--- config.mk ---
export PLATFORM = sky130hd
export DESIGN_NAME = blood_pressure_record_parser_unit
export DESIGN_NICKNAME = d
export VERILOG_FILES = /design/src/rtl/bprp_pkg.sv /design/src/rtl/blood_pressure_record_parser_unit.sv /design/src/rtl/bprp_front.sv /design/src/rtl/bprp_queue.sv /design/src/rtl/bprp_back.sv
export SDC_FILE = /design/constraint.sdc
export NUM_CORES = 1
export LEC_CHECK = 0
export BUFFER_PORTS_ARGS = -buffer_cell sky130_fd_sc_hd__buf_2
export CORE_MARGIN = 8
export CORE_UTILIZATION = 50
export CTS_CLUSTER_DIAMETER = 40
export DETAILED_ROUTE_END_ITERATION = 7
export HOLD_SLACK_MARGIN = 0.06
export PLACE_DENSITY = 0.77
export SYNTH_ARGS = -nofsm -noshare
export SYNTH_HDL_FRONTEND = slang
export SYNTH_SLANG_ARGS = --single-unit
--- constraint.sdc ---
create_clock -name clk -period 5.8 [get_ports clk]
set_input_delay 0.87 -clock clk [delete_from_list [all_inputs] [get_ports clk]]
set_output_delay 0.87 -clock clk [all_outputs]
set_load 0.005 [all_outputs]
--- src/rtl/bprp_pkg.sv ---
package bprp_pkg;

    // Default depth of the command queue between front and back (power of two).
    localparam int QUEUE_DEPTH_DEF = 4;

    // Flag bits of the record header byte.
    localparam logic [7:0] FLAG_TIMESTAMP = 8'h02;
    localparam logic [7:0] FLAG_PULSE     = 8'h04;
    localparam logic [7:0] FLAG_USER      = 8'h08;

    // Byte positions within a record.
    localparam logic [4:0] POS_FLAGS      = 5'd0;
    localparam logic [4:0] POS_BASE_LAST  = 5'd5;
    localparam logic [4:0] POS_PRESS_END  = 5'd6;
    localparam logic [4:0] POS_TS_FIRST   = 5'd7;
    localparam logic [4:0] POS_TS_YEAR_HI = 5'd8;
    localparam logic [4:0] POS_TS_END     = 5'd14;
    localparam logic [4:0] POS_MAX        = 5'd31;
    localparam logic [4:0] TS_LEN         = 5'd7;
    localparam logic [4:0] PULSE_LEN      = 5'd2;
    localparam logic [4:0] TS_ID_OFFSET   = 5'd5;

    // Decimal float special mantissas.
    localparam logic [11:0] MANT_NAN       = 12'h7FF;
    localparam logic [11:0] MANT_NRES      = 12'h800;
    localparam logic [11:0] MANT_RESERVED  = 12'h7FE;

    typedef enum logic [3:0] {
        FID_SYS    = 4'd0,
        FID_DIA    = 4'd1,
        FID_MEAN   = 4'd2,
        FID_YEAR   = 4'd3,
        FID_MONTH  = 4'd4,
        FID_DAY    = 4'd5,
        FID_HOUR   = 4'd6,
        FID_MIN    = 4'd7,
        FID_SEC    = 4'd8,
        FID_PULSE  = 4'd9,
        FID_USER   = 4'd10,
        FID_STATUS = 4'd11
    } field_id_t;

    typedef enum logic [1:0] {
        VC_NORMAL = 2'd0,
        VC_NAN    = 2'd1,
        VC_NRES   = 2'd2
    } value_class_t;

    // One queue entry: everything a single input byte causes.
    typedef struct packed {
        logic        press;      // emit sys, dia, mean from raw_a/b/c
        logic        fld_vld;    // emit one optional field from raw_a
        logic [3:0]  fld_id;
        logic        fld_float;
        logic [15:0] raw_a;
        logic [15:0] raw_b;
        logic [15:0] raw_c;
        logic        end_vld;    // emit the status result
        logic        short_rec;
        logic [7:0]  flags;
    } cmd_t;

    function automatic value_class_t float_class(logic [15:0] raw);
        value_class_t cls;
        cls = VC_NORMAL;
        if (raw[11:0] == MANT_NAN)
        begin
            cls = VC_NAN;
        end
        else if (raw[11:0] == MANT_NRES)
        begin
            cls = VC_NRES;
        end
        else if (raw[11:0] == MANT_RESERVED && raw[15:12] == 4'd0)
        begin
            cls = VC_NAN;
        end
        return cls;
    endfunction

endpackage

--- src/rtl/blood_pressure_record_parser_unit.sv ---
// Blood pressure measurement record parser.
//
// Input channel (in_valid / in_stall): one record byte per beat in data_byte,
// with end_of_record high on the final byte of a record. Byte 0 is the flags
// byte; bytes 1..6 carry systolic, diastolic and mean pressure.
// Output channel (out_valid / out_stall): one decoded field per beat. The
// three pressures come out after byte 6, optional timestamp parts, pulse and
// user id follow as each completes, and the final byte adds a status beat
// with last high (record_status high if the record was under 7 bytes).
// Throughput: one byte per cycle is taken while the 4-entry command queue
// has room; results drain one per cycle while the receiver does not stall,
// and a byte that closes the pressures and the record yields four results.
// Each byte's command is written into the queue when the byte is taken; the
// back end then loads its results from the queue head into the output
// register.
// Reset clears the byte position, the flags, the queue and the output valid.
// When the receiver stalls, the output register holds its beat, the queue
// fills, and in_stall rises once the queue is full.
module blood_pressure_record_parser_unit
#(
    parameter int QUEUE_DEPTH = bprp_pkg::QUEUE_DEPTH_DEF
)
(
    input  logic               clk,
    input  logic               rst_n,
    input  logic               in_valid,
    output logic               in_stall,
    input  logic [7:0]         data_byte,
    input  logic               end_of_record,
    output logic               out_valid,
    input  logic               out_stall,
    output logic [3:0]         field_id,
    output logic [15:0]        raw_value,
    output logic signed [11:0] mantissa,
    output logic signed [3:0]  exponent,
    output logic [1:0]         value_class,
    output logic               record_status,
    output logic               last
);

    logic           accept;
    logic           cmd_push;
    bprp_pkg::cmd_t cmd;
    bprp_pkg::cmd_t head;
    logic           not_empty;
    logic           full;
    logic           pop;

    // Take a beat whenever the queue has room for what it may cause.
    assign in_stall = full;
    assign accept   = in_valid && !full;

    // Front: track position and flags, classify the byte into a command.
    bprp_front u_front
    (
        .clk           (clk),
        .rst_n         (rst_n),
        .accept        (accept),
        .data_byte     (data_byte),
        .end_of_record (end_of_record),
        .cmd_push      (cmd_push),
        .cmd           (cmd)
    );

    // Queue: decouple byte intake from result delivery.
    bprp_queue #(.DEPTH(QUEUE_DEPTH)) u_queue
    (
        .clk       (clk),
        .rst_n     (rst_n),
        .push      (cmd_push),
        .push_data (cmd),
        .pop       (pop),
        .head      (head),
        .not_empty (not_empty),
        .full      (full)
    );

    // Back: expand each command into result beats and decode decimal floats.
    bprp_back u_back
    (
        .clk           (clk),
        .rst_n         (rst_n),
        .head          (head),
        .not_empty     (not_empty),
        .pop           (pop),
        .out_valid     (out_valid),
        .out_stall     (out_stall),
        .field_id      (field_id),
        .raw_value     (raw_value),
        .mantissa      (mantissa),
        .exponent      (exponent),
        .value_class   (value_class),
        .record_status (record_status),
        .last          (last)
    );

endmodule

--- src/rtl/bprp_front.sv ---
module bprp_front
(
    input  logic              clk,
    input  logic              rst_n,
    input  logic              accept,
    input  logic [7:0]        data_byte,
    input  logic              end_of_record,
    output logic              cmd_push,
    output bprp_pkg::cmd_t    cmd
);

    logic [7:0] flag_bits_reg;
    logic [7:0] flag_bits_next;
    logic [4:0] byte_position_reg;
    logic [4:0] byte_position_next;
    logic [7:0] base_bytes_reg [5];
    logic [7:0] pending_low_byte_reg;
    logic [7:0] pending_low_byte_next;

    logic       has_ts;
    logic       has_pulse;
    logic       has_user;
    logic [4:0] pulse_at;
    logic [4:0] user_at;
    logic       base_we;
    logic [2:0] base_idx;

    assign has_ts    = (flag_bits_reg & bprp_pkg::FLAG_TIMESTAMP) != 8'd0;
    assign has_pulse = (flag_bits_reg & bprp_pkg::FLAG_PULSE) != 8'd0;
    assign has_user  = (flag_bits_reg & bprp_pkg::FLAG_USER) != 8'd0;
    assign pulse_at  = bprp_pkg::POS_TS_FIRST + (has_ts ? bprp_pkg::TS_LEN : 5'd0);
    assign user_at   = pulse_at + (has_pulse ? bprp_pkg::PULSE_LEN : 5'd0);
    assign base_idx  = byte_position_reg[2:0] - 3'd1;

    always_comb
    begin
        flag_bits_next        = flag_bits_reg;
        pending_low_byte_next = pending_low_byte_reg;
        base_we               = 1'b0;
        cmd                   = '0;

        if (byte_position_reg == bprp_pkg::POS_FLAGS)
        begin
            flag_bits_next = data_byte;
        end
        else if (byte_position_reg <= bprp_pkg::POS_BASE_LAST)
        begin
            base_we = 1'b1;
        end
        else if (byte_position_reg == bprp_pkg::POS_PRESS_END)
        begin
            cmd.press = 1'b1;
            cmd.raw_a = {base_bytes_reg[1], base_bytes_reg[0]};
            cmd.raw_b = {base_bytes_reg[3], base_bytes_reg[2]};
            cmd.raw_c = {data_byte, base_bytes_reg[4]};
        end
        else if (has_ts && byte_position_reg < bprp_pkg::POS_TS_END)
        begin
            if (byte_position_reg == bprp_pkg::POS_TS_FIRST)
            begin
                pending_low_byte_next = data_byte;
            end
            else if (byte_position_reg == bprp_pkg::POS_TS_YEAR_HI)
            begin
                cmd.fld_vld = 1'b1;
                cmd.fld_id  = bprp_pkg::FID_YEAR;
                cmd.raw_a   = {data_byte, pending_low_byte_reg};
            end
            else
            begin
                cmd.fld_vld = 1'b1;
                cmd.fld_id  = 4'(byte_position_reg - bprp_pkg::TS_ID_OFFSET);
                cmd.raw_a   = {8'd0, data_byte};
            end
        end
        else if (has_pulse && byte_position_reg == pulse_at)
        begin
            pending_low_byte_next = data_byte;
        end
        else if (has_pulse && byte_position_reg == pulse_at + 5'd1)
        begin
            cmd.fld_vld   = 1'b1;
            cmd.fld_id    = bprp_pkg::FID_PULSE;
            cmd.fld_float = 1'b1;
            cmd.raw_a     = {data_byte, pending_low_byte_reg};
        end
        else if (has_user && byte_position_reg == user_at)
        begin
            cmd.fld_vld = 1'b1;
            cmd.fld_id  = bprp_pkg::FID_USER;
            cmd.raw_a   = {8'd0, data_byte};
        end

        cmd.end_vld   = end_of_record;
        cmd.short_rec = byte_position_reg < bprp_pkg::POS_PRESS_END;
        cmd.flags     = flag_bits_next;

        if (end_of_record)
        begin
            byte_position_next = bprp_pkg::POS_FLAGS;
        end
        else if (byte_position_reg < bprp_pkg::POS_MAX)
        begin
            byte_position_next = byte_position_reg + 5'd1;
        end
        else
        begin
            byte_position_next = byte_position_reg;
        end
    end

    assign cmd_push = accept && (cmd.press || cmd.fld_vld || cmd.end_vld);

    always_ff @(posedge clk or negedge rst_n)
    begin
        if (!rst_n)
        begin
            flag_bits_reg     <= '0;
            byte_position_reg <= '0;
        end
        else if (accept)
        begin
            flag_bits_reg     <= flag_bits_next;
            byte_position_reg <= byte_position_next;
        end
    end

    // Record bytes: written before every read within a record.
    always_ff @(posedge clk)
    begin
        if (accept)
        begin
            pending_low_byte_reg <= pending_low_byte_next;
            if (base_we)
            begin
                base_bytes_reg[base_idx] <= data_byte;
            end
        end
    end

endmodule

--- src/rtl/bprp_queue.sv ---
module bprp_queue
#(
    parameter int DEPTH = bprp_pkg::QUEUE_DEPTH_DEF
)
(
    input  logic              clk,
    input  logic              rst_n,
    input  logic              push,
    input  bprp_pkg::cmd_t    push_data,
    input  logic              pop,
    output bprp_pkg::cmd_t    head,
    output logic              not_empty,
    output logic              full
);

    localparam int AW = $clog2(DEPTH);

    bprp_pkg::cmd_t entries_reg [DEPTH];
    logic [AW-1:0]  wr_ptr_reg;
    logic [AW-1:0]  rd_ptr_reg;
    logic [AW:0]    count_reg;

    assign head      = entries_reg[rd_ptr_reg];
    assign not_empty = count_reg != '0;
    assign full      = count_reg == (AW+1)'(DEPTH);

    always_ff @(posedge clk or negedge rst_n)
    begin
        if (!rst_n)
        begin
            wr_ptr_reg <= '0;
            rd_ptr_reg <= '0;
            count_reg  <= '0;
        end
        else
        begin
            if (push)
            begin
                wr_ptr_reg <= wr_ptr_reg + AW'(1);
            end
            if (pop)
            begin
                rd_ptr_reg <= rd_ptr_reg + AW'(1);
            end
            if (push && !pop)
            begin
                count_reg <= count_reg + (AW+1)'(1);
            end
            else if (pop && !push)
            begin
                count_reg <= count_reg - (AW+1)'(1);
            end
        end
    end

    always_ff @(posedge clk)
    begin
        if (push)
        begin
            entries_reg[wr_ptr_reg] <= push_data;
        end
    end

endmodule

--- src/rtl/bprp_back.sv ---
module bprp_back
(
    input  logic               clk,
    input  logic               rst_n,
    input  bprp_pkg::cmd_t     head,
    input  logic               not_empty,
    output logic               pop,
    output logic               out_valid,
    input  logic               out_stall,
    output logic [3:0]         field_id,
    output logic [15:0]        raw_value,
    output logic signed [11:0] mantissa,
    output logic signed [3:0]  exponent,
    output logic [1:0]         value_class,
    output logic               record_status,
    output logic               last
);

    logic [1:0]  step_reg;
    logic        out_valid_reg;
    logic [3:0]  field_id_reg;
    logic [15:0] raw_value_reg;
    logic [11:0] mantissa_reg;
    logic [3:0]  exponent_reg;
    logic [1:0]  value_class_reg;
    logic        record_status_reg;
    logic        last_reg;

    logic        issue;
    logic [2:0]  sub_count;
    logic        last_sub;
    logic [1:0]  idx;
    logic [3:0]  sel_id;
    logic [15:0] sel_raw;
    logic        sel_float;
    logic        sel_status;
    logic        sel_last;

    assign issue     = not_empty && (!out_valid_reg || !out_stall);
    assign sub_count = (head.press ? 3'd3 : 3'd0) + {2'd0, head.fld_vld}
                       + {2'd0, head.end_vld};
    assign last_sub  = {1'b0, step_reg} == sub_count - 3'd1;
    assign pop       = issue && last_sub;
    assign idx       = step_reg - (head.press ? 2'd3 : 2'd0);

    // Walk the entry: pressures first, then the optional field, then status.
    always_comb
    begin
        sel_id     = bprp_pkg::FID_STATUS;
        sel_raw    = {8'd0, head.flags};
        sel_float  = 1'b0;
        sel_status = head.short_rec;
        sel_last   = 1'b1;
        if (head.press && step_reg != 2'd3)
        begin
            sel_id     = bprp_pkg::FID_SYS + {2'd0, step_reg};
            sel_float  = 1'b1;
            sel_status = 1'b0;
            sel_last   = 1'b0;
            unique case (step_reg)
                2'd0:    sel_raw = head.raw_a;
                2'd1:    sel_raw = head.raw_b;
                default: sel_raw = head.raw_c;
            endcase
        end
        else if (head.fld_vld && idx == 2'd0)
        begin
            sel_id     = head.fld_id;
            sel_raw    = head.raw_a;
            sel_float  = head.fld_float;
            sel_status = 1'b0;
            sel_last   = 1'b0;
        end
    end

    always_ff @(posedge clk or negedge rst_n)
    begin
        if (!rst_n)
        begin
            step_reg      <= '0;
            out_valid_reg <= 1'b0;
        end
        else
        begin
            if (issue)
            begin
                step_reg <= last_sub ? 2'd0 : step_reg + 2'd1;
            end
            if (issue)
            begin
                out_valid_reg <= 1'b1;
            end
            else if (!out_stall)
            begin
                out_valid_reg <= 1'b0;
            end
        end
    end

    always_ff @(posedge clk)
    begin
        if (issue)
        begin
            field_id_reg      <= sel_id;
            raw_value_reg     <= sel_raw;
            mantissa_reg      <= sel_float ? sel_raw[11:0] : 12'd0;
            exponent_reg      <= sel_float ? sel_raw[15:12] : 4'd0;
            value_class_reg   <= sel_float ? bprp_pkg::float_class(sel_raw)
                                           : bprp_pkg::VC_NORMAL;
            record_status_reg <= sel_status;
            last_reg          <= sel_last;
        end
    end

    assign out_valid     = out_valid_reg;
    assign field_id      = field_id_reg;
    assign raw_value     = raw_value_reg;
    assign mantissa      = signed'(mantissa_reg);
    assign exponent      = signed'(exponent_reg);
    assign value_class   = value_class_reg;
    assign record_status = record_status_reg;
    assign last          = last_reg;

endmodule
Word-level counts from Yosys, hierarchy flattened
Memory sizes are Yosys's and may differ from the RTL's.
Index checks and enable logic that the tools add are counted.

cells by class
  $add $sub $neg = 15
  magnitude comparators = 4
  equal/unequal tests = 15
  multiplexer cells = 52
  bitwise logic cells = 5
  reduce and logical (&&, ||, !) cells = 34

operators with widths
  cell                                              number
  two-way mux 16 bit                                7
  two-way mux 55 bit                                2
  two-way mux 8 bit                                 5
  two-way mux 32 bit                                1
  one-hot mux 16 bit (2 select lines)               1
  two-way mux 5 bit                                 6
  == test 12 x 11 -> 1 bit, second input constant   2
  two-way mux 22 bit                                1
  two-way mux 1 bit                                 17
  == test 5 bit                                     3
  logical AND 1 bit                                 13
  == test 12 bit, second input constant             1
  two-way mux 2 bit                                 6
  adder 5 x 1 -> 5 bit, second input constant       2
  == test 5 x 3 -> 1 bit, second input constant     2
  two-way mux 3 bit                                 3
  subtractor 3 x 1 -> 3 bit, second input constant  3
  two-way mux 4 bit                                 2
  adder 2 x 1 -> 2 bit, second input constant       3
  adder 3 x 1 -> 3 bit                              2
  two-way mux 6 bit                                 1
  AND reduction 6 bit                               1
  nonzero test 2 bit                                3
  OR reduction 2 bit                                3
  other kinds (23)                                  35

word-level totals
  flip-flop bits (word level) = 71
  memory bits (writable) = 300
  input bits = 13
  output and inout port bits = 42
  logic and storage cells = 145
  memories = 2

memory list
  name                    depth  width  read ports  clocked after memory_dff  wr ports  line              source
  u_queue.entries_reg     4      65     1           0                         1         bprp_queue.sv:18  bprp_pkg::cmd_t entries_reg [DEPTH];
  u_front.base_bytes_reg  5      8      5           0                         1         bprp_front.sv:16  logic [7:0] base_bytes_reg [5];

Depth between registers and ports, before layout
  depth after elaboration = 19
  gate-level depth with buffers = 17
  gate-level depth less buffers = 13

Cells and area by module
A second synthesis with hierarchy kept.

unflattened totals
  cells, all modules = 834
  area total of the unflattened synthesis = 15135.8 µm²

modules (own cells, without submodules)
  module                             instances  cells each  area an instance (µm²)  seq. area each (µm²)
  bprp_queue                         1          374         9809.4                  7982.7
  bprp_front                         1          254         3076.7                  1766.7
  bprp_back                          1          205         2235.9                  1276.2
  blood_pressure_record_parser_unit  1          1           13.8                    0.0

Worst setup path before layout
OpenSTA, ideal clock, no wires.

  path type = input to register
  from = input out_stall
  to = register u_queue.count_reg[1]
  setup time = 0.125 ns
  data arrival time = 4.337 ns
  required time = 5.675 ns
  slack = 1.338 ns
  stages on the path = 8
  cell sequence = a21oi_1 nand2_1 nor2_1 inv_1 ha_1 inv_1 fa_1 mux2_2

on the way
  cells in the longest elaborated chain, start to end = 7

ends and longest elaborated chain
  item                                                            line                                     source
  start, declared                                                 blood_pressure_record_parser_unit.sv:31  input logic out_stall,
  logical NOT 1 bit (*)                                           bprp_back.sv:39                          assign issue = not_empty && (!out_valid_reg || !out_stall);
  logical OR 1 bit (*)                                            bprp_back.sv:39
  logical AND 1 bit (*)                                           bprp_back.sv:39
  logical AND 1 bit (*)                                           bprp_back.sv:43                          assign pop = issue && last_sub;
  logical NOT 1 bit                                               bprp_queue.sv:45                         if (push && !pop)
  logical AND 1 bit                                               bprp_queue.sv:45
  two-way mux 3 bit / nonzero test 2 bit (equally long branches)  -
  end signal, assigned                                            bprp_queue.sv:47                         count_reg <= count_reg + (AW+1)'(1);
  end signal, assigned                                            bprp_queue.sv:51                         count_reg <= count_reg - (AW+1)'(1);
  end, declared                                                   bprp_queue.sv:21                         logic [AW:0] count_reg;

Every way passes the cells marked *; elsewhere a longest branch is shown, timed or not.
A chain may end at the register's enable or synchronous reset.

Final worst setup path
  from = register u_queue.rd_ptr_reg[0]
  to = register u_queue.count_reg[1]

on the way
  cells in the longest elaborated chain, start to end = 10

ends and longest elaborated chain
  item                                                            line              source
  start, declared                                                 bprp_queue.sv:20  logic [AW-1:0] rd_ptr_reg;
  start signal, assigned                                          bprp_queue.sv:43  rd_ptr_reg <= rd_ptr_reg + AW'(1);
  memory read (4 x 65 bit) (*)                                    -
  two-way mux 2 bit                                               bprp_back.sv:40   assign sub_count = (head.press ? 3'd3 : 3'd0) + {2'd0, head.fld_vld}
  adder 3 x 1 -> 3 bit                                            bprp_back.sv:40
  adder 3 x 1 -> 3 bit (*)                                        bprp_back.sv:41   + {2'd0, head.end_vld};
  subtractor 3 x 1 -> 3 bit (*)                                   bprp_back.sv:42   assign last_sub = {1'b0, step_reg} == sub_count - 3'd1;
  == test 2 x 3 -> 1 bit (*)                                      bprp_back.sv:42
  logical AND 1 bit (*)                                           bprp_back.sv:43
  logical NOT 1 bit                                               bprp_queue.sv:45
  logical AND 1 bit                                               bprp_queue.sv:45
  two-way mux 3 bit / nonzero test 2 bit (equally long branches)  -

Marked as above.

==> metrics <==
cell area after layout 17300 um2; crit-path max FO 48; CP cell instances mux4_2 > fa_1 > nand2b_1 > mux2_2 > nor2_1 > inv_1 > ha_1 > inv_1 > fa_1 > mux2_2; diodes inserted 0; top-area cell type share of the netlist area 68.4%; crit path kind reg -> reg; Pre-antenna DRT Iters 5; dominant cells by area after synthesis edfxtp_1 (68%), mux4_2 (6.6%), dfrtp_1 (3.8%); PortBufs 54; Slew @ Worst Pin approximately 1200 ps; slew margin rel. 23.0%; Initial Util around half; Post-DP HPWL 20300 um; P&R area growth vs syn 13.1%; RSZ-0062 raised after global routing no; setup_tns 0 ps; cells on worst reg2reg path 10; Post-synth EDFFs 348; Post-CTS Setup Repair Bufs 0; max-slew violation count 0; commonest non-fill, non-tap cell in the layout edfxtp_1; Hold Crit Class in -> async; I/O pins 55; post_cts resized 0; reported max-cap violation count 0; Crit path arrival time 4560 ps; clock sink count 371; Layout Cells excl Fill 1382; Tcrit/Tclk final between 70% and 80%; clock buffer depth 3; library cells used by synthesis 64; ys async rst share 6.20%; Die H 191 um; Wirelength per Cell 22.9 um; Die Wd ~190 um; f_max about 0.24 GHz; register bit total from synthesis roughly 370; vias per cell 5.91; Max VDD drop 0.230 mV; Final Hold Viols 0; core area 30300 um2; Final GP Congestion 0.812; cell depth of the worst setup path 10; clk_lat worst skew 520 ps; r2r setup slk approximately 1600 ps; Post-Syn Instances 888; global-route wire length before repair 48500 um; Critical Path RT 6200 ps; register area share after synthesis 72.2%; most frequent cells in the layout edfxtp_1 (348), nand2_1 (56), buf_2 (54); largest net degree at the start of global routing 66; max FFs per register 260; Layout fillers 2192; worst reg2reg startpoint u_queue.rd_ptr_reg[0]; via count 8171; hold_buf cts 0; Post-DRT Antenna Nets 0; root buffer cell clkbuf_16; number of cell rows 64; CTS tree yes; antenna violations before repair 2; yosys warns 0; Mapped Area 15300 um2; Die ar. 36400 um2; worst r2r dst u_queue.count_reg[1]; Post-Syn Nets 917; pwr dens 521 nW/um2; crit path launch u_queue.rd_ptr_reg[0]; CP startpoint kind register; DRC 0; LEAKAGE ~0.006 uW; CTS H-tree depth 2; total power 8990 uW; starting DRC count in detailed routing 689; crit end category register; GRT overflow 0; largest area contributor in the synthesized netlist edfxtp_1; Worst path slowest cell dfrtp_4; GRT Overall Usage 17.4%; Final Net Count between 900 and 1000; dpl cell area 16000 um2; Syn Area/Cell 17.2 um2; Worst path top cell family by delay multiplexers; Buf/Inv on CP 2; Final Skew 17.8 ps; Routed WL roughly 32000 um; share of cells above drive strength 1 22.2%; clock-pin slew on the worst setup and hold paths 60 ps; status complete, no violations; ys flop type edfxtp_1; vias in the first global route 8189; Cells after DPL 1315; total CTS buffers 38; final setup violation count 0; CP endpoint u_queue.count_reg[1]; Worst path max stage delay between 1000 and 1500 ps; min cycle time layout 4160 ps
[metal layers]
layer | routed length [um] | vias up | global-route usage (%) | share of wire [%]
met4 | 723 | 0 | 5.52 | 2.3
met3 | 2800 | 58 | 4.33 | 8.8
met1 | 12600 | 4124 | 22.3 | 40
met2 | 15500 | 352 | 29.0 | 49
met5 | 0 | - | 0 | 0
li1 | - | 3637 | - | -
[worst register-to-register path: cells and delay by family (launching register included)]
family | cells | cell delay [ps]
muxes | 3 | 1320
and+or+nand+nor | 2 | 460
buffers and inverters | 2 | 150
DFF | 1 | 1010
adders and majority gates | 3 | 1110
[cells in the mapped netlist, types with 17 or more instances]
library cell and n:
mux2i_1 42, a21oi_1 25, mux4_2 45, edfxtp_1 348, nand2_1 56, clkbuf_1 18
a211oi_1 18, inv_1 17, nor2_1 32, o22ai_1 25, dfrtp_1 23, and2_1 51
mux2_2 22
[through the flow]
step	util (%)	setup WS (ps)	hold WS, ps
after global placement	52.7	1690	453
after global routing	56.9	1340	381
after detailed placement	52.7	1610	467
after floorplan	-	1340	442
after CTS	56.9	1600	340
final	56.9	1640	335
[power breakdown]
| group | switching [uW] | internal (uW) |
|---|---|---|
| registers | 298 | 3510 |
| logic | 1600 | 1110 |
| clock network | 992 | 1480 |
[how the worst min path moves through the flow]
stage,start,cells past startpoint,endpoint
5_1_grt,rst_n,1,u_back.step_reg[0]
4_1_cts,rst_n,1,u_back.step_reg[0]
3_3_place_gp,u_front.flag_bits_reg[4],2,u_front.flag_bits_reg[4]
2_1_floorplan,u_front.flag_bits_reg[7],2,u_front.flag_bits_reg[7]
3_5_place_dp,u_front.flag_bits_reg[5],2,u_front.flag_bits_reg[5]
6_report,rst_n,1,u_queue.rd_ptr_reg[1]
[kinds of logic after synthesis]
family,Yosys count,share of synthesized area (%)
compound gates,124,5.72
xor+xnor,13,0.746
fa+ha+maj,16,1.41
buf+inv,60,2.02
flops,371,72.2
mux,114,11.4
simple gates,190,6.45
[layout make-up]
cell class              count  area (um2)  share of cell area [%]
multi-input cells         457        3990                    23.1
well taps                 396         495                    2.87
clock inverters            20         234                    1.35
clock buffers              47        1050                    6.07
repair buffers             72         405                    2.35
inverters                  19        71.3                   0.413
flip-flops and latches    371       11000                    63.9
(Power assumes the default switching activity.)
